===== config.mk =====
export PLATFORM = sky130hd
export DESIGN_NAME = bpt_first
export DESIGN_NICKNAME = d
export VERILOG_FILES = /design/src/hw/rtl/bpt_pkg.sv /design/src/hw/rtl/bpt_first.sv
export SDC_FILE = /design/constraint.sdc
export NUM_CORES = 2
export LEC_CHECK = 0
export BUFFER_PORTS_ARGS = -buffer_cell sky130_fd_sc_hd__buf_4
export CAP_MARGIN = 30
export CORE_AREA = 2 2 357 359
export CTS_CLUSTER_DIAMETER = 80
export DETAILED_ROUTE_END_ITERATION = 10
export DIE_AREA = 0 0 359 361
export PLACE_DENSITY = 0.87
export SLEW_MARGIN = 20
export SYNTH_ARGS = -nofsm -noshare
export SYNTH_HDL_FRONTEND = slang
export SYNTH_SLANG_ARGS = --single-unit

===== constraint.sdc =====
create_clock -name clk -period 7.4 [get_ports clk]
set_input_delay 1.48 -clock clk [delete_from_list [all_inputs] [get_ports clk]]
set_output_delay 1.48 -clock clk [all_outputs]
set_load 0.1 [all_outputs]

===== src/hw/rtl/bpt_pkg.sv =====
`timescale 1ns / 1ps
// Shared types, widths and constants for the barometric compensation pipeline.
// No dependencies; every other file in this block depends on this package.
package bpt_pkg;

  localparam int RAW_W      = 24;
  localparam int COEF_W     = 16;
  localparam int CFG_IDX_W  = 3;
  localparam int CFG_DATA_W = 16;

  localparam int OUT_TEMP_W = 16;
  localparam int OUT_PRES_W = 18;

  localparam int DT_W   = RAW_W + 1;
  localparam int PM_W   = DT_W + COEF_W + 1;
  localparam int DD_W   = 2 * DT_W;
  localparam int Q_W    = 18;
  localparam int O4_W   = 34;
  localparam int S3_W   = 33;
  localparam int T2_W   = 17;
  localparam int TEMP_W = 19;
  localparam int OFF_W  = 36;
  localparam int SENS_W = 35;
  localparam int B_W    = 19;
  localparam int SQ2_W  = 38;
  localparam int TOUT_W = 20;
  localparam int CORR_W = 40;
  localparam int FIN_W  = 41;
  localparam int SPLIT  = 20;
  localparam int HI_W   = FIN_W - SPLIT;
  localparam int PL_W   = RAW_W + SPLIT;
  localparam int PH_W   = RAW_W + 1 + HI_W;
  localparam int TR_W   = 66;
  localparam int Y_W    = 45;
  localparam int X_W    = 46;
  localparam int P_W    = 31;

  localparam int REF_TEMP_SHIFT   = 8;
  localparam int TEMP_SLOPE_SHIFT = 23;
  localparam int OFF_BASE_SHIFT   = 16;
  localparam int OFF_TC_SHIFT     = 7;
  localparam int SENS_BASE_SHIFT  = 15;
  localparam int SENS_TC_SHIFT    = 8;
  localparam int T2_SHIFT         = 31;
  localparam int PROD_SHIFT       = 21;
  localparam int FINAL_SHIFT      = 15;

  localparam int TEMP_BASE     = 2000;
  localparam int COLD_SPAN     = 3500;
  localparam int TEMP_OUT_MIN  = -32768;
  localparam int TEMP_OUT_MAX  = 32767;
  localparam int PRESS_OUT_MAX = 262143;

  typedef struct packed {
    logic [COEF_W-1:0] pressure_sens;
    logic [COEF_W-1:0] pressure_offset;
    logic [COEF_W-1:0] sens_tempco;
    logic [COEF_W-1:0] offset_tempco;
    logic [COEF_W-1:0] ref_temp;
    logic [COEF_W-1:0] temp_slope;
    logic              second_order_on;
  } cfg_t;

  typedef struct packed {
    logic [RAW_W-1:0]       d1;
    logic signed [Q_W-1:0]  q;
    logic signed [O4_W-1:0] o4;
    logic signed [S3_W-1:0] s3;
    logic [T2_W-1:0]        t2;
  } first_t;

  typedef struct packed {
    logic [RAW_W-1:0]             d1;
    logic signed [FIN_W-1:0]      off_f;
    logic signed [FIN_W-1:0]      sens_f;
    logic signed [OUT_TEMP_W-1:0] temp;
    logic                         tsat;
  } corr_t;

  typedef struct packed {
    logic signed [OUT_TEMP_W-1:0] temp_centideg;
    logic [OUT_PRES_W-1:0]        pressure_pa;
    logic                         saturated;
  } result_t;

  // Arithmetic shift right that rounds toward zero.
  function automatic logic signed [TR_W-1:0] trunc_shr(input logic signed [TR_W-1:0] x,
                                                       input int unsigned sh);
    logic signed [TR_W-1:0] bias;
    bias = x[TR_W-1] ? $signed((TR_W'(1) << sh) - TR_W'(1)) : '0;
    return (x + bias) >>> sh;
  endfunction

endpackage


===== src/hw/rtl/bpt_first.sv =====
`timescale 1ns / 1ps
// Stages 1-3: temperature difference, calibration products and first-order terms.
// Depends on bpt_pkg.
module bpt_first (
  input  logic                         clk,
  input  logic                         rst,
  input  logic                         adv,
  input  logic                         in_valid,
  input  logic [bpt_pkg::RAW_W-1:0]    d1_in,
  input  logic [bpt_pkg::RAW_W-1:0]    d2_in,
  input  bpt_pkg::cfg_t                cfg,
  output logic                         out_valid,
  output bpt_pkg::first_t              out_data
);
  import bpt_pkg::*;

  logic                    v1, v2;
  logic [RAW_W-1:0]        d1_s1, d1_s2;
  logic signed [DT_W-1:0]  dt_s1;
  logic signed [PM_W-1:0]  p6_s2, p4_s2, p3_s2;
  logic signed [DD_W-1:0]  dd_s2;

  always_ff @(posedge clk) begin
    if (rst) begin
      v1        <= 1'b0;
      v2        <= 1'b0;
      out_valid <= 1'b0;
    end else if (adv) begin
      v1        <= in_valid;
      v2        <= v1;
      out_valid <= v2;
    end
  end

  always_ff @(posedge clk) begin
    if (adv) begin
      d1_s1 <= d1_in;
      dt_s1 <= $signed({1'b0, d2_in}) -
               $signed(DT_W'(cfg.ref_temp) << REF_TEMP_SHIFT);

      d1_s2 <= d1_s1;
      p6_s2 <= PM_W'(dt_s1) * PM_W'($signed({1'b0, cfg.temp_slope}));
      p4_s2 <= PM_W'(dt_s1) * PM_W'($signed({1'b0, cfg.offset_tempco}));
      p3_s2 <= PM_W'(dt_s1) * PM_W'($signed({1'b0, cfg.sens_tempco}));
      dd_s2 <= DD_W'(dt_s1) * DD_W'(dt_s1);

      out_data.d1 <= d1_s2;
      out_data.q  <= Q_W'(trunc_shr(TR_W'(p6_s2), TEMP_SLOPE_SHIFT));
      out_data.o4 <= O4_W'(trunc_shr(TR_W'(p4_s2), OFF_TC_SHIFT));
      out_data.s3 <= S3_W'(trunc_shr(TR_W'(p3_s2), SENS_TC_SHIFT));
      out_data.t2 <= T2_W'(dd_s2 >>> T2_SHIFT);
    end
  end

endmodule


==> metrics.txt <==
outcome=complete, but fails checks; failing checks=setup timing; First-pass DRT Iterations=8; final wirelength=190200 um; hold buffer count at cts=0; Overall Global Routing Usage=roughly 30%; Worst EP arrival=8180 ps; register area=0.01033 sq mm; routed vias/inst=5.586; main flop type after synthesis=edfxtp_1; period utilisation layout=105.4%; clk_lat worst skew=650 ps; Post-DRT Antenna Nets=0; Async S/R FF share, synth=0%; # Max-Cap Violations=0; # port buffers=approximately 240; initial antenna violation count=10; Min Clock Period, post-route=7802 ps; largest net degree at the start of global routing=approximately 160; share of post-route cells with drive strength above 1=13.50%; first-pass GRT wire length=308200 um; DR vias=54730; placed cell areas=0.08251 sq mm; total CTS buffers=45; worst-path maximum fanout=8; Synth Instances=7524; Die ar.=0.1296 sq mm; Worst slew margin=34.98%; most frequent cells in the layout=inv_1 (1974), fa_1 (1741), nand2_1 (923); final net count=10530; ranking of synthesized cells by area=fa_1 (47%), edfxtp_1 (14%), inv_1 (10%); leading area contributor after synthesis=fa_1; top cell type's share of synthesized area=47.05%; RD Place Congestion=0.9299; CTS sink count=~350; Crit path largest cell delay=570 ps; sequential element share of the synthesized area=13.76%; IO Count=276; Hold Path Class=flip-flop to flip-flop; CTS tree=yes; FMAX=~130 MHz; H-tree lvl count=2; Overflow after GRT=0; Fill cells=between 8000 and 9000; CP Capture Type=flip-flop; mapped cell area=0.07506 sq mm; skew final=34.08 ps; Cell Rows=between 100 and 150; Die Y=361 um; initial core utilization=59.86%; Synth Warn #=0; RSZ-0062 raised after global routing=true; Synth Register Bits=345; DR iter-0 viols=4828; Worst setup SP type=flip-flop; Pins Over Slew Limit=0; Final Hold Fails=0; commonest non-fill, non-tap cell in the layout=inv_1; Crit path required time=roughly 7800 ps; multi-input logic area=0.05679 sq mm; Critical Setup Path Class=flip-flop to flip-flop; clock-pin slew on the worst setup and hold paths=approximately 60 ps; DP HPWL=148600 um; worst slew pin tran=975.3 ps; synthesized area per cell=9.977 sq um; minimum hold slack=between 400 and 500 ps; Die W=359 um; clock tree buffer depth=3; Layout area overhead=13.72%; Post-route DRC=0; Slowest cell on crit path=fa_1; Placeable Area=0.1254 sq mm; Wirelength per Cell=19.42 um; root buf cell=clkbuf_16; Post-synth EDFFs=roughly 340; vias in the first global route=62380; syn nets=9944; Final setup viols=16; PnR worst setup slack=-402.4 ps; design area=~0.085 sq mm; post-synth cell types=between 60 and 70
==> layout make-up <==
cell class | instances | share of cell area (%)
multi-input combinational | 4866 | 66.53
tap | 1650 | 2.418
timing repair buffer | 848 | 8.385
antenna | 1 | 0.002931
inverter | 2006 | 8.837
sequential | 345 | 12.10
clock inverter | 30 | 0.3840
clock buffer | 51 | 1.346
==> metrics by stage <==
stage / instances / setup TNS, ps / util (%) / worst slack (ps)
after floorplan: 7524 / -227.9 / - / -139.7
after global placement: 9671 / -11090 / 65.79 / -523.9
after detailed placement: 9671 / -19280 / 65.79 / -619.9
after CTS: 9774 / -1122 / 67.43 / -270.6
after global routing: 9796 / -7939 / 68.07 / -631.9
final: 9797 / -3630 / 68.07 / -402.4
==> state kept, by name, summed over array words and instances, names as in the netlist <==
register / cells
dd_s2: 17
d1_s2: 24
v1: 1
p6_s2: 42
d1_s1: 24
p3_s2: 42
dt_s1: 25
v2: 1
p4_s2: 42
out_data: 126
out_valid: 1
==> cells in the mapped netlist (3+ instances only) <==
master	instances
inv_1	2005
fa_1	1764
nand2_1	930
and2_1	651
ha_1	507
edfxtp_1	342
clkbuf_1	304
xnor2_1	183
nor2_1	122
a21oi_1	119
a21o_1	89
xor2_1	71
o21ai_0	60
nand3_1	41
nor2b_1	34
nand4_1	33
nor3_1	30
o21a_1	26
nand2b_1	24
and3_1	23
o21bai_1	16
and4_1	14
a31oi_1	11
a211oi_1	10
a21boi_0	9
or2_2	9
or3_1	8
a211o_1	5
nor4_1	5
o211ai_1	5
a21oi_2	4
a31o_2	4
a41oi_1	4
mux2i_1	4
nor3b_1	4
a2111o_1	3
a2111oi_0	3
buf_1	3
dfxtp_1	3
o21ai_1	3
o311ai_0	3
o31ai_1	3
o41ai_1	3
==> logic make-up after synthesis <==
family                     Yosys count  share of synthesized area, %
DFF                                345                         13.76
AOI/OAI and AO/OA                  404                         3.602
and+or+nand+nor                   1932                         12.54
muxes                                5                       0.06834
xor gates and xnor gates           254                         2.964
adders and majority gates         2271                         55.50
buffers and inverters             2313                         11.57
==> path summary, 6_finish.rpt <==
check / startpoint / end / slack, ps / cells past startpoint
max reg2reg: dt_s1[1] / dd_s2[45] / -400 / 29
min: dd_s2[45] / out_data[14] / 410 / 0
min reg2reg: dd_s2[45] / out_data[14] / 410 / 0
max: dt_s1[1] / dd_s2[45] / -400 / 29
==> what timing repair did <==
| item | in CTS | in global routing |
|---|---|---|
| resized for setup | 92 | 166 |
| pin swaps | 46 | 94 |
| gates cloned | 0 | 1 |
| setup endpoints to repair | 21 | 43 |
| setup buffers | 22 | 19 |
==> worst max-delay path: cells and delay by family (launching register included) <==
| family | cells | cell delay, ps |
|---|---|---|
| adders and majority gates | 8 | 3880 |
| AOI/OAI and AO/OA | 6 | 1220 |
| and+or+nand+nor | 3 | 540 |
| xor gates and xnor gates | 1 | 100 |
| DFF | 1 | 420 |
| buffers and inverters | 11 | 1340 |
==> routing by layer <==
layer	wire [um]	vias to the layer above	track usage [%]
li1	-	23150	-
met1	64950	27920	35.55
met2	95120	2766	51.13
met3	17110	875	5.893
met4	12920	18	17.05
met5	116	-	0
Power is not shown: default switching activity piles up to over one toggle a cycle in this logic, so the estimate is an artifact.
