`src/hw/rtl/bpt_pkg.sv`:
```
`timescale 1ns / 1ps
// Shared types, widths and constants for the barometric compensation pipeline.
// No dependencies; every other file in this block depends on this package.
package bpt_pkg;

  localparam int RAW_W      = 24;
  localparam int COEF_W     = 16;
  localparam int CFG_IDX_W  = 3;
  localparam int CFG_DATA_W = 16;

  localparam int OUT_TEMP_W = 16;
  localparam int OUT_PRES_W = 18;

  localparam int DT_W   = RAW_W + 1;
  localparam int PM_W   = DT_W + COEF_W + 1;
  localparam int DD_W   = 2 * DT_W;
  localparam int Q_W    = 18;
  localparam int O4_W   = 34;
  localparam int S3_W   = 33;
  localparam int T2_W   = 17;
  localparam int TEMP_W = 19;
  localparam int OFF_W  = 36;
  localparam int SENS_W = 35;
  localparam int B_W    = 19;
  localparam int SQ2_W  = 38;
  localparam int TOUT_W = 20;
  localparam int CORR_W = 40;
  localparam int FIN_W  = 41;
  localparam int SPLIT  = 20;
  localparam int HI_W   = FIN_W - SPLIT;
  localparam int PL_W   = RAW_W + SPLIT;
  localparam int PH_W   = RAW_W + 1 + HI_W;
  localparam int TR_W   = 66;
  localparam int Y_W    = 45;
  localparam int X_W    = 46;
  localparam int P_W    = 31;

  localparam int REF_TEMP_SHIFT   = 8;
  localparam int TEMP_SLOPE_SHIFT = 23;
  localparam int OFF_BASE_SHIFT   = 16;
  localparam int OFF_TC_SHIFT     = 7;
  localparam int SENS_BASE_SHIFT  = 15;
  localparam int SENS_TC_SHIFT    = 8;
  localparam int T2_SHIFT         = 31;
  localparam int PROD_SHIFT       = 21;
  localparam int FINAL_SHIFT      = 15;

  localparam int TEMP_BASE     = 2000;
  localparam int COLD_SPAN     = 3500;
  localparam int TEMP_OUT_MIN  = -32768;
  localparam int TEMP_OUT_MAX  = 32767;
  localparam int PRESS_OUT_MAX = 262143;

  typedef struct packed {
    logic [COEF_W-1:0] pressure_sens;
    logic [COEF_W-1:0] pressure_offset;
    logic [COEF_W-1:0] sens_tempco;
    logic [COEF_W-1:0] offset_tempco;
    logic [COEF_W-1:0] ref_temp;
    logic [COEF_W-1:0] temp_slope;
    logic              second_order_on;
  } cfg_t;

  typedef struct packed {
    logic [RAW_W-1:0]       d1;
    logic signed [Q_W-1:0]  q;
    logic signed [O4_W-1:0] o4;
    logic signed [S3_W-1:0] s3;
    logic [T2_W-1:0]        t2;
  } first_t;

  typedef struct packed {
    logic [RAW_W-1:0]             d1;
    logic signed [FIN_W-1:0]      off_f;
    logic signed [FIN_W-1:0]      sens_f;
    logic signed [OUT_TEMP_W-1:0] temp;
    logic                         tsat;
  } corr_t;

  typedef struct packed {
    logic signed [OUT_TEMP_W-1:0] temp_centideg;
    logic [OUT_PRES_W-1:0]        pressure_pa;
    logic                         saturated;
  } result_t;

  // Arithmetic shift right that rounds toward zero.
  function automatic logic signed [TR_W-1:0] trunc_shr(input logic signed [TR_W-1:0] x,
                                                       input int unsigned sh);
    logic signed [TR_W-1:0] bias;
    bias = x[TR_W-1] ? $signed((TR_W'(1) << sh) - TR_W'(1)) : '0;
    return (x + bias) >>> sh;
  endfunction

endpackage

```
`src/hw/rtl/bpt_cfg.sv`:
```
`timescale 1ns / 1ps
// Calibration and mode register file, written through a plain write port.
// Depends on bpt_pkg.
module bpt_cfg (
  input  logic                             clk,
  input  logic                             rst,
  input  logic                             wr_en,
  input  logic [bpt_pkg::CFG_IDX_W-1:0]    index,
  input  logic [bpt_pkg::CFG_DATA_W-1:0]   wdata,
  output bpt_pkg::cfg_t                    cfg
);
  import bpt_pkg::*;

  typedef enum logic [CFG_IDX_W-1:0] {
    REG_PRESSURE_SENS,
    REG_PRESSURE_OFFSET,
    REG_SENS_TEMPCO,
    REG_OFFSET_TEMPCO,
    REG_REF_TEMP,
    REG_TEMP_SLOPE,
    REG_SECOND_ORDER
  } reg_idx_t;

  always_ff @(posedge clk) begin
    if (rst) begin
      cfg <= '0;
    end else if (wr_en) begin
      unique case (reg_idx_t'(index))
        REG_PRESSURE_SENS:   cfg.pressure_sens   <= wdata[COEF_W-1:0];
        REG_PRESSURE_OFFSET: cfg.pressure_offset <= wdata[COEF_W-1:0];
        REG_SENS_TEMPCO:     cfg.sens_tempco     <= wdata[COEF_W-1:0];
        REG_OFFSET_TEMPCO:   cfg.offset_tempco   <= wdata[COEF_W-1:0];
        REG_REF_TEMP:        cfg.ref_temp        <= wdata[COEF_W-1:0];
        REG_TEMP_SLOPE:      cfg.temp_slope      <= wdata[COEF_W-1:0];
        REG_SECOND_ORDER:    cfg.second_order_on <= wdata[0];
        default: ;
      endcase
    end
  end

endmodule

```
`config.mk`:
```
export PLATFORM = sky130hd
export DESIGN_NAME = bpt_cfg
export DESIGN_NICKNAME = d
export VERILOG_FILES = /design/src/hw/rtl/bpt_pkg.sv /design/src/hw/rtl/bpt_cfg.sv
export SDC_FILE = /design/constraint.sdc
export NUM_CORES = 1
export LEC_CHECK = 0
export BUFFER_PORTS_ARGS = -buffer_cell sky130_fd_sc_hd__buf_4
export CORE_AREA = 3 3 88 90
export CTS_CLUSTER_DIAMETER = 80
export DETAILED_ROUTE_END_ITERATION = 8
export DIE_AREA = 0 0 91 93
export GPL_ROUTABILITY_DRIVEN = 0
export HOLD_SLACK_MARGIN = 0.06
export PLACE_DENSITY = 0.89
export RECOVER_POWER = 100
export SLEW_MARGIN = 10
export SYNTH_ARGS = -nofsm -noshare
export SYNTH_HDL_FRONTEND = slang
export SYNTH_SLANG_ARGS = --single-unit
```
`constraint.sdc`:
```
create_clock -name clk -period 1.84 [get_ports clk]
set_input_delay 0.276 -clock clk [delete_from_list [all_inputs] [get_ports clk]]
set_output_delay 0.276 -clock clk [all_outputs]
set_load 0.05 [all_outputs]
```
==> out/results.md <==
| Result | This run | Unit |
|:---|:---|:---|
| Status | completed | - |
| Pins Over Slew Limit | 0 | - |
| Net count after synthesis | 361 | - |
| Wire length per cell | 16.2 | um |
| Launch point of the worst reg-to-reg path | cfg[53]$_SDFFE_PP0P_ | - |
| Cts-stage hold buffer count | 0 | - |
| Antenna violations before repair | 0 | - |
| Clock buffers created by TritonCTS | 9 | - |
| Final worst-path setup slack | 0.340 | ns |
| Starting DRC count in detailed routing | 115 | - |
| Cells after Synth | 339 | - |
| DP Cell Count | 540 | - |
| I/O Pins | 119 | - |
| Area growth syn-to-layout | 20.1 | % |
| Core region area | 0.00714 | sq mm |
| Most used cells in the layout excluding fill and tap cells | nand2b_1 (113), clkbuf_1 (98), mux2i_1 (97), dfxtp_1 (97), buf_4 (26) | - |
| Mux cell area share after synthesis | 25.4 | % |
| Number of violations of the max-capacitance limit | 0 | - |
| Most common library cell in the layout ignoring fill and taps | nand2b_1 | - |
| Fmax | 667 | MHz |
| Maximum clock insertion buffer count | 2 | - |
| Cell family contributing the most delay on the critical path | buffers and inverters | - |
| Distinct cell type count after synthesis | 13 | - |
| Placement-stage cell area | 0.00477 | sq mm |
| Input/output buffers | 118 | - |
| Post-DP HPWL | 6490 | um |
| Cells resized by post-CTS repair | 0 | - |
| Ratio of cells with drive above 1 in the final layout | 9.85 | % |
| Maximum single-stage delay on the critical path | 0.51 | ns |
| Width of the die | 91 | um |
| Starting Density | 53.6 | % |
| Total gr overflow | 0 | - |
| Number of global-route vias before repair | 2805 | - |
| Clock period minus final worst setup slack | 1.50 | ns |
| Final hold violations | 0 | - |
| Final nets | 474 | - |
| Required time of the worst setup path | 1.56 | ns |
| Number of post-CTS setup repair buffers | 0 | - |
| Overall die height | 93 | um |
| Depth of the most critical reg-to-reg path | 2 | - |
| Reg with most FFs | cfg | - |
| Total length of routed wires | 9000 | um |
| Number of cells traversed by the worst hold path | 3 | - |
| Worst ir drop on vdd | 0.420 | mV |
| Global-route total usage across every layer | 21.4 | % |
| Cell at the root of the clock tree | clkbuf_8 | - |
| Num Clock Sinks | 97 | - |
| Launch instance of the worst min-delay path | index[1] | - |
| Overall die area | 0.00846 | sq mm |
| Setup repair after global routing missed its margin | no | - |
| Share of synthesized cell area in full adder, half adder and majority cells | 0 | % |
| Number of placement rows | 31 | - |
| Per-cell via count in the routed design | 4.98 | - |
| Share of the yosys chip area belonging to registers | 50.7 | % |
| Leakage power | 2.10 | nW |
| Yosys synthesis warning count | 0 | - |
| CP Data Arrival Time | 1.22 | ns |
| DR DRC count | 0 | - |
| Share of the synthesized area in compound gates (AO/OA/AOI/OAI) | 0 | % |
| Logic depth of the worst path, buffers included | 1 | - |
| Worst hold path type | input pin to register | - |
| Final setup violating endpoints | 0 | - |
| Antenna Cells | 0 | - |
| Mean instance size in the synthesized netlist | 11.3 | sq um |
| Insertion delay of the later-clocked pin in the worst-skew pair | 0.35 | ns |
| Post-route clock skew | 0 | ns |
| Sequence of cells on the critical path | clkbuf_1 | - |
| CP bufs+invs | 1 | - |
| Maximum fanout along the worst path | 2 | - |
| Power per cell area | 871 | mW/mm^2 |
| Number of iterations in the first detailed-routing pass | 4 | - |
| Routed via count | 2769 | - |
| CP Class | register to primary output | - |
| Startpoint Class | register | - |
| Antenna-violating nets left | 0 | - |
| Wire length of the first global-routing pass | 14500 | um |
| Post-layout power | 4.01 | mW |
| Crit end category | primary output | - |
| Area of the mapped netlist | 0.00383 | sq mm |
| Post-route cell area | 0.00460 | sq mm |
| Total negative setup slack | 0 | ns |
| Dominant combinational cell family by area after synthesis | multiplexers | - |
| Worst setup slack after placement | 0.385 | ns |
| Worst slew margin relative to its limit | 49.5 | % |
| Pin count of the biggest net entering global routing | 54 | - |
| Post-Layout Cell Count | 556 | - |
| Clock tree from TritonCTS | yes | - |
| Slowest stage cell, crit path | clkbuf_1 | - |
| Clock slew seen by the registers of the worst setup and hold paths | 0.10 | ns |
| Largest registers | cfg: 97 flops | - |
| H-tree level count | 3 | - |
| Simple-gate share of the synthesized area | 20.6 | % |
| Worst-Margin Slew | 0.757 | ns |
| Number of filler cells placed in the layout | 669 | - |
| Beginning of the critical path | cfg[49]$_SDFFE_PP0P_ | - |
| Synthesized-area fraction occupied by xor and xnor cells | 0 | % |
| Post-route fraction of the period consumed by the critical path | 81.5 | % |
| Flip-flop count of the largest register, all copies and words added | 97 | - |
| Post-synthesis register bit count | 97 | - |
routing by layer:
layer	track usage, %	wire [um]	vias to the layer above
met5	0	0	-
met4	8.29	167	0
met1	27.5	4140	1329
met3	4.26	396	13
li1	-	-	1352
met2	35.7	4290	75
cell usage after synthesis:
library cell,count,area share [%]
nor4b_1,1,0.23
buf_2,9,1.2
buf_6,1,0.29
nand4bb_1,2,0.59
mux2i_1,97,25
buf_4,1,0.20
dfxtp_1,97,51
nand4b_1,3,0.69
buf_12,1,0.52
nand2b_1,113,18
and4bb_2,1,0.33
or4b_1,1,0.26
clkbuf_1,12,1.2
cells by family after synthesis:
| family | after synthesis |
|---|---|
| and+or+nand+nor | 121 |
| muxes | 97 |
| DFF | 97 |
| buffers and inverters | 24 |
layout make-up:
class | instances | area [sq um] | share of cell area, %
Sequential cell | 97 | 1940 | 42.2
Tap cell | 99 | 124 | 2.69
Clock inverter | 7 | 77.6 | 1.69
Multi-Input combinational cell | 218 | 1760 | 38.2
Timing Repair Buffer | 126 | 573 | 12.5
Clock buffer | 9 | 124 | 2.69
path summary, 6_finish.rpt:
path,to,slack [ns]
worst min-delay path,cfg[0]$_SDFFE_PP0P_,0.29
worst min register to register,cfg[71]$_SDFFE_PP0P_,0.48
worst max-delay path,cfg[49],0.34
worst max register to register,cfg[53]$_SDFFE_PP0P_,1.18
through the flow:
step	hold WS (ns)	util, %
6_report	0.291	64.4
4_1_cts	0.277	69.7
5_1_grt	0.284	64.4
3_3_place_gp	0.460	66.8
2_1_floorplan	0.475	-
3_5_place_dp	0.466	66.8
power by group:
| part | internal, mW | switching [mW] |
|---|---|---|
| Sequential | 2.14 | 0.0263 |
| Clock | 0.640 | 0.751 |
| Combinational | 0.139 | 0.306 |
| Total | 2.92 | 1.08 |
Power figures use the tool's default switching activity.
