**src/hw/rtl/bpt_pkg.sv**
```systemverilog
`timescale 1ns / 1ps
// Shared types, widths and constants for the barometric compensation pipeline.
// No dependencies; every other file in this block depends on this package.
package bpt_pkg;

  localparam int RAW_W      = 24;
  localparam int COEF_W     = 16;
  localparam int CFG_IDX_W  = 3;
  localparam int CFG_DATA_W = 16;

  localparam int OUT_TEMP_W = 16;
  localparam int OUT_PRES_W = 18;

  localparam int DT_W   = RAW_W + 1;
  localparam int PM_W   = DT_W + COEF_W + 1;
  localparam int DD_W   = 2 * DT_W;
  localparam int Q_W    = 18;
  localparam int O4_W   = 34;
  localparam int S3_W   = 33;
  localparam int T2_W   = 17;
  localparam int TEMP_W = 19;
  localparam int OFF_W  = 36;
  localparam int SENS_W = 35;
  localparam int B_W    = 19;
  localparam int SQ2_W  = 38;
  localparam int TOUT_W = 20;
  localparam int CORR_W = 40;
  localparam int FIN_W  = 41;
  localparam int SPLIT  = 20;
  localparam int HI_W   = FIN_W - SPLIT;
  localparam int PL_W   = RAW_W + SPLIT;
  localparam int PH_W   = RAW_W + 1 + HI_W;
  localparam int TR_W   = 66;
  localparam int Y_W    = 45;
  localparam int X_W    = 46;
  localparam int P_W    = 31;

  localparam int REF_TEMP_SHIFT   = 8;
  localparam int TEMP_SLOPE_SHIFT = 23;
  localparam int OFF_BASE_SHIFT   = 16;
  localparam int OFF_TC_SHIFT     = 7;
  localparam int SENS_BASE_SHIFT  = 15;
  localparam int SENS_TC_SHIFT    = 8;
  localparam int T2_SHIFT         = 31;
  localparam int PROD_SHIFT       = 21;
  localparam int FINAL_SHIFT      = 15;

  localparam int TEMP_BASE     = 2000;
  localparam int COLD_SPAN     = 3500;
  localparam int TEMP_OUT_MIN  = -32768;
  localparam int TEMP_OUT_MAX  = 32767;
  localparam int PRESS_OUT_MAX = 262143;

  typedef struct packed {
    logic [COEF_W-1:0] pressure_sens;
    logic [COEF_W-1:0] pressure_offset;
    logic [COEF_W-1:0] sens_tempco;
    logic [COEF_W-1:0] offset_tempco;
    logic [COEF_W-1:0] ref_temp;
    logic [COEF_W-1:0] temp_slope;
    logic              second_order_on;
  } cfg_t;

  typedef struct packed {
    logic [RAW_W-1:0]       d1;
    logic signed [Q_W-1:0]  q;
    logic signed [O4_W-1:0] o4;
    logic signed [S3_W-1:0] s3;
    logic [T2_W-1:0]        t2;
  } first_t;

  typedef struct packed {
    logic [RAW_W-1:0]             d1;
    logic signed [FIN_W-1:0]      off_f;
    logic signed [FIN_W-1:0]      sens_f;
    logic signed [OUT_TEMP_W-1:0] temp;
    logic                         tsat;
  } corr_t;

  typedef struct packed {
    logic signed [OUT_TEMP_W-1:0] temp_centideg;
    logic [OUT_PRES_W-1:0]        pressure_pa;
    logic                         saturated;
  } result_t;

  // Arithmetic shift right that rounds toward zero.
  function automatic logic signed [TR_W-1:0] trunc_shr(input logic signed [TR_W-1:0] x,
                                                       input int unsigned sh);
    logic signed [TR_W-1:0] bias;
    bias = x[TR_W-1] ? $signed((TR_W'(1) << sh) - TR_W'(1)) : '0;
    return (x + bias) >>> sh;
  endfunction

endpackage

```
**src/hw/rtl/bpt_press.sv**
```systemverilog
`timescale 1ns / 1ps
// Stages 8-11: split pressure product, scaling, offset removal and output clamp.
// Depends on bpt_pkg.
module bpt_press (
  input  logic              clk,
  input  logic              rst,
  input  logic              adv,
  input  logic              in_valid,
  input  bpt_pkg::corr_t    in_data,
  output logic              out_valid,
  output bpt_pkg::result_t  out_data
);
  import bpt_pkg::*;

  logic                         v8, v9, v10;
  logic [PL_W-1:0]              pl_s8;
  logic signed [PH_W-1:0]       ph_s8;
  logic signed [TR_W-1:0]       prod_s9;
  logic signed [Y_W-1:0]        y_s10;
  logic signed [X_W-1:0]        x_s11;
  logic signed [FIN_W-1:0]      off_s8, off_s9, off_s10;
  logic signed [OUT_TEMP_W-1:0] temp_s8, temp_s9, temp_s10, temp_s11;
  logic                         tsat_s8, tsat_s9, tsat_s10, tsat_s11;
  logic signed [P_W-1:0]        pf;
  logic                         psat;

  always_ff @(posedge clk) begin
    if (rst) begin
      v8        <= 1'b0;
      v9        <= 1'b0;
      v10       <= 1'b0;
      out_valid <= 1'b0;
    end else if (adv) begin
      v8        <= in_valid;
      v9        <= v8;
      v10       <= v9;
      out_valid <= v10;
    end
  end

  always_ff @(posedge clk) begin
    if (adv) begin
      pl_s8   <= PL_W'(in_data.d1) * PL_W'(in_data.sens_f[SPLIT-1:0]);
      ph_s8   <= PH_W'($signed({1'b0, in_data.d1})) *
                 PH_W'($signed(in_data.sens_f[FIN_W-1:SPLIT]));
      off_s8  <= in_data.off_f;
      temp_s8 <= in_data.temp;
      tsat_s8 <= in_data.tsat;

      prod_s9 <= (TR_W'(ph_s8) <<< SPLIT) + TR_W'($signed({1'b0, pl_s8}));
      off_s9  <= off_s8;
      temp_s9 <= temp_s8;
      tsat_s9 <= tsat_s8;

      y_s10    <= Y_W'(trunc_shr(prod_s9, PROD_SHIFT));
      off_s10  <= off_s9;
      temp_s10 <= temp_s9;
      tsat_s10 <= tsat_s9;

      x_s11    <= X_W'(y_s10) - X_W'(off_s10);
      temp_s11 <= temp_s10;
      tsat_s11 <= tsat_s10;
    end
  end

  always_comb begin
    pf   = P_W'(trunc_shr(TR_W'(x_s11), FINAL_SHIFT));
    psat = 1'b1;
    if (pf < 0) begin
      out_data.pressure_pa = '0;
    end else if (pf > P_W'(PRESS_OUT_MAX)) begin
      out_data.pressure_pa = OUT_PRES_W'(PRESS_OUT_MAX);
    end else begin
      out_data.pressure_pa = $unsigned(OUT_PRES_W'(pf));
      psat = 1'b0;
    end
    out_data.temp_centideg = temp_s11;
    out_data.saturated     = tsat_s11 | psat;
  end

endmodule

```
**config.mk**
```make
export PLATFORM = sky130hd
export DESIGN_NAME = bpt_press
export DESIGN_NICKNAME = d
export VERILOG_FILES = /design/src/hw/rtl/bpt_pkg.sv /design/src/hw/rtl/bpt_press.sv
export SDC_FILE = /design/constraint.sdc
export NUM_CORES = 2
export LEC_CHECK = 0
export ABC_AREA = 1
export BUFFER_PORTS_ARGS = -buffer_cell sky130_fd_sc_hd__buf_2
export CAP_MARGIN = 40
export CORE_MARGIN = 4
export CORE_UTILIZATION = 39
export CTS_BUF_LIST = sky130_fd_sc_hd__clkbuf_4
export DETAILED_ROUTE_END_ITERATION = 10
export SYNTH_ARGS = -nofsm -noshare
export SYNTH_HDL_FRONTEND = slang
export SYNTH_SLANG_ARGS = --single-unit
export TNS_END_PERCENT = 10
```
**constraint.sdc**
```tcl
create_clock -name clk -period 8.5 [get_ports clk]
set_clock_uncertainty 0.2 [all_clocks]
set_input_delay 0.425 -clock clk [delete_from_list [all_inputs] [get_ports clk]]
set_output_delay 0.425 -clock clk [all_outputs]
set_load 0.03 [all_outputs]
```
==> qor.txt <==
status - finished clean
FF+latch area - 13230 sq um
total placed cells including tap cells - 8567
maximum clock rate - 148.0 MHz
Layout Utilization - 0.4328
Worst EP required - 8970 ps
Post-synth top cells - 1772 x inv_1, 1629 x nand2_1, 810 x fa_1
hold crit path type - input port to flip-flop
DRC violations left - 0
vias in the first global route - 46310
Synth cell types - 64
gr usage total - 0.2072
num rows - 139
Die W - 388.1 um
R2R Path Start - prod_s9[65]
first-pass GRT wire length - 246900 um
final setup vio count - 0
share of layout cells above drive strength 1 - 0.06410
die area - 150600 sq um
worst-margin pin slew - 986.8 ps
Post-Route WL - 154100 um
CTS root buffer - clkbuf_4
Detailed Route Iter0 Violations - 2801
area of the multi-input gates - 35660 sq um
largest net degree at the start of global routing - 157
placed inst area - 59260 sq um
Post-DRT Antenna Nets - 0
async set or reset register ratio after synthesis - 0
CP Data Arrival Time - 7230 ps
worst skew pair latency - 960 ps
critical path peak fanout - 24
First-pass DRT Iterations - 5
Post-CTS Hold Buffers - 124
HP Start - in_data[57]
post-route cell area - 62170 sq um
Slew Viols, Final - 0
post-layout minimum cycle time - 6755 ps
Crit Path Class - input port to flip-flop
Worst-path clk slew - 60 ps
type of origin of the critical path - input port
Initial Util - 0.3923
final std cells w/o fill - 8903
Most used DFF post-synth - edfxtp_1
DPL Wire Length - 122100 um
Max-slew headroom - 0.3421
# clock sinks - 442
fin nets - 8277
routed vias/inst - 4.850
# fillers - 14380
Post-CTS Resized - 0
port buffer count - 162
Clock Tree Buf Depth - 3
mapped cell area - 56360 sq um
Worst setup EP type - flip-flop
number of buffers created by CTS - 109
RSZ-0062 raised after global routing - no
CTS tree - done
post-synthesis sequential area ratio - 0.2348
Via Count - 43180
Core ar. - 143700 sq um
H-tree Lvls - 3
final global-route overflow total - 0
register bit total from synthesis - 442
Avg WL per Cell - 17.31 um
post-synth top area cell - fa_1
die height - 388.1 um
io pins - 163
Post-Synthesis Cells - 6649
post-route clock period utilization - 0.7947
initial antenna violation count - 12
number of flops mapped to enable cells by yosys - 438
Area Growth Syn to Fin - 10.32%
syn_area_per_cell - 8.476 sq um
top cells by area, synth - fa_1 29%, edfxtp_1 23%, inv_1 12%, nand2_1 11%, ha_1 9.8%
Post-Syn Nets - 8026
worst setup path start - in_data[37]
Synth top area share - 0.2877
count leader, synth - inv_1
setup tns final - 0 ps
Syn. warnings - 0
Final GP Congestion - 0.9443
endpoints failing hold - 0
max_cap viols - 0
postcts setup bufs - 0
==> cell type report <==
class,instances,share of cell area
clock inverters,56,0.008714
clock buffers,144,0.01739
diodes,11,0.0004427
multi-input cells,4227,0.5735
well taps,1903,0.03830
flip-flops and latches,442,0.2128
repair buffers,334,0.04097
inverters,1786,0.1078
==> logic make-up (layout without fill, tap and decap cells) <==
logic type / Yosys count / in the layout / share of synthesized area
xor gates and xnor gates: 204 / 204 / 0.03197
AOI/OAI and AO/OA: 488 / 488 / 0.04938
and+or+nand+nor: 2285 / 2285 / 0.1660
adders and majority gates: 1250 / 1250 / 0.3854
buffers and inverters: 1980 / 2320 / 0.1325
DFF: 442 / 442 / 0.2348
other: 0 / 11 / 0
==> state kept, by name (all words and copies together), names as in the netlist, 16 cells and up <==
register	flops
off_s10	41
off_s8	41
off_s9	41
ph_s8	46
pl_s8	44
prod_s9	66
temp_s10	16
temp_s11	16
temp_s8	16
temp_s9	16
x_s11	46
y_s10	45
==> final timing paths <==
check / slack, ps / to / depth (start not counted)
min reg2reg: 200 / off_s9[15] / 0
max reg2reg: 5090 / y_s10[27] / 15
min: 130 / ph_s8[45] / 5
max: 1740 / ph_s8[34] / 24
==> metal layers <==
| metal | global-route usage | wire (um) | up-vias |
|---|---|---|---|
| met5 | 0 | 13 | - |
| met2 | 0.3539 | 73640 | 1353 |
| met1 | 0.2675 | 64780 | 20980 |
| met4 | 0.07447 | 5634 | 2 |
| met3 | 0.03170 | 10070 | 292 |
| li1 | - | - | 20560 |
==> worst max-delay path, cell delays in order <==
cell and delay [ps]:
dlygate4sd3_1 620, buf_2 510, nand2_1 160, fa_1 550
inv_1 50, fa_1 480, inv_1 70, fa_1 530
inv_1 50, fa_1 480, fa_1 500, fa_1 500
inv_1 50, fa_1 480, inv_1 50, ha_1 350
nand2_1 140, nor2_1 180, inv_1 100, nor2_1 130
inv_1 70, o21ai_0 400, a21oi_1 160, xnor2_1 160
==> placed cells by master (no fill, tap or decap), types with 5 or more instances in the layout <==
cell type / instances
bufinv_16: 10
inv_1: 1772
edfxtp_1: 438
o211ai_1: 7
xnor2_1: 67
nor3_1: 52
o21ai_1: 11
buf_4: 38
nand2_2: 8
clkinv_1: 31
a21oi_1: 220
clkbuf_4: 144
a21o_1: 34
dlygate4sd3_1: 124
buf_2: 162
ha_1: 440
and3_1: 7
o21bai_1: 13
inv_2: 12
nor2_2: 6
diode_2: 11
o21ai_0: 108
a21boi_0: 5
or2_2: 14
nor2_1: 315
clkinv_2: 10
nand3b_1: 7
nand3_1: 125
fa_1: 810
buf_12: 7
nor4_1: 24
nand2_1: 1629
xor2_1: 135
a31oi_1: 43
nand4_1: 68
o21a_1: 21
nor2_4: 6
==> stage by stage <==
stage	hold slack [ps]	setup WS, ps
2_1_floorplan	200.3	1978
5_1_grt	24.49	1496
3_3_place_gp	200.6	1029
6_report	133.6	1745
3_5_place_dp	204.5	1027
4_1_cts	3.065	1914
Power is not shown: default switching activity piles up to over one toggle a cycle in this logic, so the estimate is an artifact.
