### src/hw/rtl/bpt_pkg.sv
`timescale 1ns / 1ps
// Shared types, widths and constants for the barometric compensation pipeline.
// No dependencies; every other file in this block depends on this package.
package bpt_pkg;

  localparam int RAW_W      = 24;
  localparam int COEF_W     = 16;
  localparam int CFG_IDX_W  = 3;
  localparam int CFG_DATA_W = 16;

  localparam int OUT_TEMP_W = 16;
  localparam int OUT_PRES_W = 18;

  localparam int DT_W   = RAW_W + 1;
  localparam int PM_W   = DT_W + COEF_W + 1;
  localparam int DD_W   = 2 * DT_W;
  localparam int Q_W    = 18;
  localparam int O4_W   = 34;
  localparam int S3_W   = 33;
  localparam int T2_W   = 17;
  localparam int TEMP_W = 19;
  localparam int OFF_W  = 36;
  localparam int SENS_W = 35;
  localparam int B_W    = 19;
  localparam int SQ2_W  = 38;
  localparam int TOUT_W = 20;
  localparam int CORR_W = 40;
  localparam int FIN_W  = 41;
  localparam int SPLIT  = 20;
  localparam int HI_W   = FIN_W - SPLIT;
  localparam int PL_W   = RAW_W + SPLIT;
  localparam int PH_W   = RAW_W + 1 + HI_W;
  localparam int TR_W   = 66;
  localparam int Y_W    = 45;
  localparam int X_W    = 46;
  localparam int P_W    = 31;

  localparam int REF_TEMP_SHIFT   = 8;
  localparam int TEMP_SLOPE_SHIFT = 23;
  localparam int OFF_BASE_SHIFT   = 16;
  localparam int OFF_TC_SHIFT     = 7;
  localparam int SENS_BASE_SHIFT  = 15;
  localparam int SENS_TC_SHIFT    = 8;
  localparam int T2_SHIFT         = 31;
  localparam int PROD_SHIFT       = 21;
  localparam int FINAL_SHIFT      = 15;

  localparam int TEMP_BASE     = 2000;
  localparam int COLD_SPAN     = 3500;
  localparam int TEMP_OUT_MIN  = -32768;
  localparam int TEMP_OUT_MAX  = 32767;
  localparam int PRESS_OUT_MAX = 262143;

  typedef struct packed {
    logic [COEF_W-1:0] pressure_sens;
    logic [COEF_W-1:0] pressure_offset;
    logic [COEF_W-1:0] sens_tempco;
    logic [COEF_W-1:0] offset_tempco;
    logic [COEF_W-1:0] ref_temp;
    logic [COEF_W-1:0] temp_slope;
    logic              second_order_on;
  } cfg_t;

  typedef struct packed {
    logic [RAW_W-1:0]       d1;
    logic signed [Q_W-1:0]  q;
    logic signed [O4_W-1:0] o4;
    logic signed [S3_W-1:0] s3;
    logic [T2_W-1:0]        t2;
  } first_t;

  typedef struct packed {
    logic [RAW_W-1:0]             d1;
    logic signed [FIN_W-1:0]      off_f;
    logic signed [FIN_W-1:0]      sens_f;
    logic signed [OUT_TEMP_W-1:0] temp;
    logic                         tsat;
  } corr_t;

  typedef struct packed {
    logic signed [OUT_TEMP_W-1:0] temp_centideg;
    logic [OUT_PRES_W-1:0]        pressure_pa;
    logic                         saturated;
  } result_t;

  // Arithmetic shift right that rounds toward zero.
  function automatic logic signed [TR_W-1:0] trunc_shr(input logic signed [TR_W-1:0] x,
                                                       input int unsigned sh);
    logic signed [TR_W-1:0] bias;
    bias = x[TR_W-1] ? $signed((TR_W'(1) << sh) - TR_W'(1)) : '0;
    return (x + bias) >>> sh;
  endfunction

endpackage

### src/hw/rtl/bpt_second.sv
`timescale 1ns / 1ps
// Stages 4-7: offset and sensitivity, second-order correction, temperature clamp.
// Depends on bpt_pkg.
module bpt_second (
  input  logic              clk,
  input  logic              rst,
  input  logic              adv,
  input  bpt_pkg::cfg_t     cfg,
  input  logic              in_valid,
  input  bpt_pkg::first_t   in_data,
  output logic              out_valid,
  output bpt_pkg::corr_t    out_data
);
  import bpt_pkg::*;

  logic                      v4, v5, v6;
  logic [RAW_W-1:0]          d1_s4, d1_s5, d1_s6;
  logic signed [TEMP_W-1:0]  temp_s4;
  logic signed [OFF_W-1:0]   off_s4, off_s5, off_s6;
  logic signed [SENS_W-1:0]  sens_s4, sens_s5, sens_s6;
  logic [T2_W-1:0]           t2_s4;
  logic signed [Q_W-1:0]     q_s4;
  logic signed [B_W-1:0]     b_s4;
  logic                      lo_s4, lo_s5, cold_s4, cold_s5;
  logic signed [TOUT_W-1:0]  tout_s5;
  logic signed [SQ2_W-1:0]   a2_s5, b2_s5;
  logic signed [CORR_W-1:0]  off2_s6, sens2_s6;
  logic signed [OUT_TEMP_W-1:0] temp_s6;
  logic                      tsat_s6;

  logic signed [CORR_W-1:0]  a5, b_x1, b7, b11, off2_next, sens2_next;
  logic signed [OUT_TEMP_W-1:0] temp_next;
  logic                      tsat_next;

  always_comb begin
    a5   = (CORR_W'(a2_s5) <<< 2) + CORR_W'(a2_s5);
    b_x1 = CORR_W'(b2_s5);
    b7   = (b_x1 <<< 3) - b_x1;
    b11  = (b_x1 <<< 3) + (b_x1 <<< 1) + b_x1;
    off2_next  = '0;
    sens2_next = '0;
    if (lo_s5) begin
      off2_next  = (a5 >>> 1) + (cold_s5 ? b7 : '0);
      sens2_next = (a5 >>> 2) + (cold_s5 ? (b11 >>> 1) : '0);
    end
    tsat_next = 1'b1;
    if (tout_s5 < TOUT_W'(TEMP_OUT_MIN)) begin
      temp_next = OUT_TEMP_W'(TEMP_OUT_MIN);
    end else if (tout_s5 > TOUT_W'(TEMP_OUT_MAX)) begin
      temp_next = OUT_TEMP_W'(TEMP_OUT_MAX);
    end else begin
      temp_next = OUT_TEMP_W'(tout_s5);
      tsat_next = 1'b0;
    end
  end

  always_ff @(posedge clk) begin
    if (rst) begin
      v4        <= 1'b0;
      v5        <= 1'b0;
      v6        <= 1'b0;
      out_valid <= 1'b0;
    end else if (adv) begin
      v4        <= in_valid;
      v5        <= v4;
      v6        <= v5;
      out_valid <= v6;
    end
  end

  always_ff @(posedge clk) begin
    if (adv) begin
      d1_s4   <= in_data.d1;
      temp_s4 <= TEMP_W'(in_data.q) + TEMP_W'(TEMP_BASE);
      off_s4  <= $signed(OFF_W'(cfg.pressure_offset) << OFF_BASE_SHIFT) + OFF_W'(in_data.o4);
      sens_s4 <= $signed(SENS_W'(cfg.pressure_sens) << SENS_BASE_SHIFT) + SENS_W'(in_data.s3);
      // drop the square term unless the low temperature correction applies
      t2_s4   <= (cfg.second_order_on && in_data.q[Q_W-1]) ? in_data.t2 : '0;
      q_s4    <= in_data.q;
      b_s4    <= B_W'(in_data.q) + B_W'(COLD_SPAN);
      lo_s4   <= cfg.second_order_on && in_data.q[Q_W-1];
      cold_s4 <= in_data.q < -COLD_SPAN;

      d1_s5   <= d1_s4;
      off_s5  <= off_s4;
      sens_s5 <= sens_s4;
      tout_s5 <= TOUT_W'(temp_s4) - $signed(TOUT_W'(t2_s4));
      a2_s5   <= SQ2_W'(q_s4) * SQ2_W'(q_s4);
      b2_s5   <= SQ2_W'(b_s4) * SQ2_W'(b_s4);
      lo_s5   <= lo_s4;
      cold_s5 <= cold_s4;

      d1_s6    <= d1_s5;
      off_s6   <= off_s5;
      sens_s6  <= sens_s5;
      off2_s6  <= off2_next;
      sens2_s6 <= sens2_next;
      temp_s6  <= temp_next;
      tsat_s6  <= tsat_next;

      out_data.d1     <= d1_s6;
      out_data.off_f  <= FIN_W'(off_s6) - FIN_W'(off2_s6);
      out_data.sens_f <= FIN_W'(sens_s6) - FIN_W'(sens2_s6);
      out_data.temp   <= temp_s6;
      out_data.tsat   <= tsat_s6;
    end
  end

endmodule

### config.mk
export PLATFORM = sky130hd
export DESIGN_NAME = bpt_second
export DESIGN_NICKNAME = d
export VERILOG_FILES = /design/src/hw/rtl/bpt_pkg.sv /design/src/hw/rtl/bpt_second.sv
export SDC_FILE = /design/constraint.sdc
export NUM_CORES = 2
export LEC_CHECK = 0
export BUFFER_PORTS_ARGS = -buffer_cell sky130_fd_sc_hd__buf_2
export CAP_MARGIN = 20
export CORE_ASPECT_RATIO = 0.6
export CORE_UTILIZATION = 63
export DETAILED_ROUTE_END_ITERATION = 6
export GPL_TIMING_DRIVEN = 0
export PLACE_DENSITY = 0.84
export SYNTH_ARGS = -nofsm -noshare
export SYNTH_HDL_FRONTEND = slang
export SYNTH_SLANG_ARGS = --single-unit
### constraint.sdc
create_clock -name clk -period 8.45 [get_ports clk]
set_clock_uncertainty 0.05 [all_clocks]
set_input_delay 0.4225 -clock clk [delete_from_list [all_inputs] [get_ports clk]]
set_output_delay 0.4225 -clock clk [all_outputs]
set_load 0.05 [all_outputs]
==> summary.txt <==
Status
  – Outcome: finished, final reports clean

STA
  – Final Hold Viols: 0
  – Slew Viols, Final: 0
  – Setup violators final: 0
  – Peak Freq: 120 MHz
  – Slew at the pin with the worst max-slew slack: between 0.9 and 1 ns
  – Total Neg Setup Slack: 0 ns
  – Crit share post-route: roughly 99%
  – Minimum clock period: 8.34 ns
  – Slew HR: 33.6%
  – Setup ws final: 0.106 ns

Yosys
  – Post-synth top cells: 1053 x inv_1, 669 x fa_1, 659 x edfxtp_1
  – Post-synthesis mux area share: 0.367%
  – Compound-gate portion of the synthesized area: between 10% and 20%
  – Most instantiated library cell after synthesis: inv_1
  – Syn Nets: 7197
  – Adder-Cell Fraction of Synth Area: 33.3%
  – Syn. warnings: 0
  – Register area share after synthesis: between 30% and 40%
  – Largest family of logic cells by synthesized area: adder cells
  – Share of the synthesized area in the top cell type: ~33%
  – Synth Flop Type: edfxtp_1
  – Leading area contributor after synthesis: edfxtp_1
  – Register bit count reported by yosys: 663
  – Syn Inst Count: 5755
  – Count of cell types in the netlist: a little under 80
  – Synth Area in XOR/XNOR: 5.13%
  – Synth area leaders: edfxtp_1 33%, fa_1 22%, ha_1 11%
  – Post-Syn Area: 60700 µm²
  – FFs w/ async S/R, synth: 0%
  – EDFF count, synth: approximately 660
  – Simple-gate share of the synthesized area: 10.4%
  – Syn_area_per_cell: 10.5 µm²

Global routing
  – Vias in the first global route: 43700
  – Grt met3 use: 10.0%
  – M1 GR Usage: 46.3%
  – Grt ovf: 0
  – Wire length of the first global-routing pass: 238000 µm
  – Pin count of the biggest net entering global routing: 137
  – Initial antenna violation count: 3
  – Busiest grt layer: met1
  – M2 GR Usage: 45.6%
  – GRT Total Usage: 31.4%

Min path
  – Worst min path class: in2reg

Floorplan
  – Die W: roughly 400 µm
  – Starting density of the core: 64.1%
  – Die height: 242 µm
  – Total core area: 94700 µm²
  – Row cnt: 87
  – Ports: 351
  – Die footprint: 97600 µm²

Layout
  – Finished Core Util: 70.7%
  – Layout cells sized above 1: 7.51%
  – Antenna diodes: 0
  – Layout Cells excl Fill: 7487
  – Layout Nets: around 7600
  – P&R area growth vs syn: 10.3%

Clock tree
  – Root buf cell: clkbuf_16
  – Clock Latency Late Sink: around 0.67 ns
  – Max clock buf depth: 3
  – Clk slew on worst S/H paths: 0.08 ns
  – CTS Buf Count: 67
  – CTS tree: yes
  – H-Tree Depth: 3
  – CTS Sinks: 663

Drt
  – Final WL: approximately 150000 µm
  – Residual DRC: 0
  – Vias per Instance: 5.86
  – Drt first-iter violations: 4375
  – Post-route ant nets: 0
  – Iteration count of the initial detailed-routing pass: 6
  – Via count: 43900
  – Wire length per cell: a little over 20 µm

Place
  – Placer Congestion: between 1 and 1.5
  – Detail Placement HPWL: about 120000 µm
  – Place WS: -0.586 ns
  – IO Port Bufs: about 290
  – Placed instance count: about 7300

Worst setup path
  – Crit-path max FO: 10
  – WP data arrival: 8.64 ns
  – Critical path type: reg2reg
  – CP endpoint kind: flop
  – Worst Setup Start Kind: flop
  – Critical Path RT: 8.74 ns

Flow run
  – Max-cap viol count: 0
cell usage in the layout, fill, tap and decap left out, types with 80 or more instances in the layout:
| master | synthesis | final |
|---|---|---|
| a21o_1 | 181 | 181 |
| a21oi_1 | 280 | 280 |
| and2_1 | 120 | 120 |
| buf_2 | 0 | 286 |
| clkbuf_1 | 110 | 91 |
| edfxtp_1 | 659 | 659 |
| fa_1 | 669 | 668 |
| ha_1 | 546 | 546 |
| inv_1 | 1053 | 1052 |
| nand2_1 | 396 | 396 |
| nand3_1 | 80 | 80 |
| nor2_1 | 385 | 385 |
| o21ai_0 | 166 | 165 |
| xnor2_1 | 245 | 242 |
| xor2_1 | 110 | 110 |
layer usage:
metal	routed length [µm]	share of wire (%)
met2	65100	43
met1	66100	43
met5	214	0.14
met4	2810	1.8
met3	18000	12
state kept, by name (all words and copies together), names as in the netlist, 14 cells and up:
name,flops
b_s4,17
d1_s5,24
q_s4,14
off_s4,35
temp_s6,16
b2_s5,35
a2_s5,35
out_data,123
temp_s4,19
sens2_s6,39
off_s6,35
d1_s6,24
off2_s6,40
sens_s5,34
t2_s4,17
off_s5,35
tout_s5,20
sens_s4,34
d1_s4,24
sens_s6,34
cell type report:
class	instances	area [µm²]
plain buffers	110	444
clock buffers	78	1760
clock inverters	43	507
fillers	6825	27800
inverters	1055	3960
multi-input cells	3924	36500
flip-flops and latches	663	19900
well taps	1246	1560
repair buffers	368	2370
worst max-delay path: stages (launching register included):
cell	delay, ns
edfxtp_1	0.49
clkbuf_1	0.54
clkbuf_1	0.57
nand2_1	0.15
fa_1	0.51
inv_1	0.08
fa_1	0.50
inv_1	0.06
fa_1	0.50
inv_1	0.06
fa_1	0.51
fa_1	0.49
inv_1	0.05
fa_1	0.50
inv_1	0.05
ha_1	0.37
a21o_1	0.19
a21o_1	0.16
a21oi_1	0.19
o21ai_0	0.15
a221oi_2	0.44
o21ai_0	0.34
a211oi_2	0.36
o31ai_1	0.14
a21oi_1	0.19
xnor2_1	0.38
metrics by stage:
| step | instance area [µm²] | hold slack, ns |
|---|---|---|
| after floorplan | 60700 | 0.350 |
| after global placement | 63700 | 0.350 |
| after detailed placement | 63900 | 0.355 |
| after CTS | 66900 | 0.000850 |
| after global routing | 66900 | 0.0181 |
| final | 66900 | 0.0421 |
worst paths after layout:
path                              startpoint   endpoint  slack [ns]  depth (start not counted)
worst max-delay path                 q_s4[6]  a2_s5[33]        0.11                         25
worst min-delay path            in_data[101]   q_s4[17]        0.04                          1
worst max register to register       q_s4[6]  a2_s5[33]        0.11                         25
worst min register to register     d1_s4[13]  d1_s5[13]        0.36                          0
cell families after synthesis:
logic type | after synthesis
multiplexers | 22
adder cells (fa/ha/maj) | 1215
XOR/XNOR | 355
other | 1
buffers and inverters | 1168
AND/OR/NAND/NOR | 1333
AO/OA/AOI/OAI | 998
flip-flops | 663
timing repair:
item | CTS | global route
hold buffers | 70 | 0
resized for setup | 7 | 50
hold endpoints to repair | 72 | 0
endpoints found under the setup margin | 15 | 13
setup buffers | 1 | 2
Power is not shown: default switching activity piles up to over one toggle a cycle in this logic, so the estimate is an artifact.
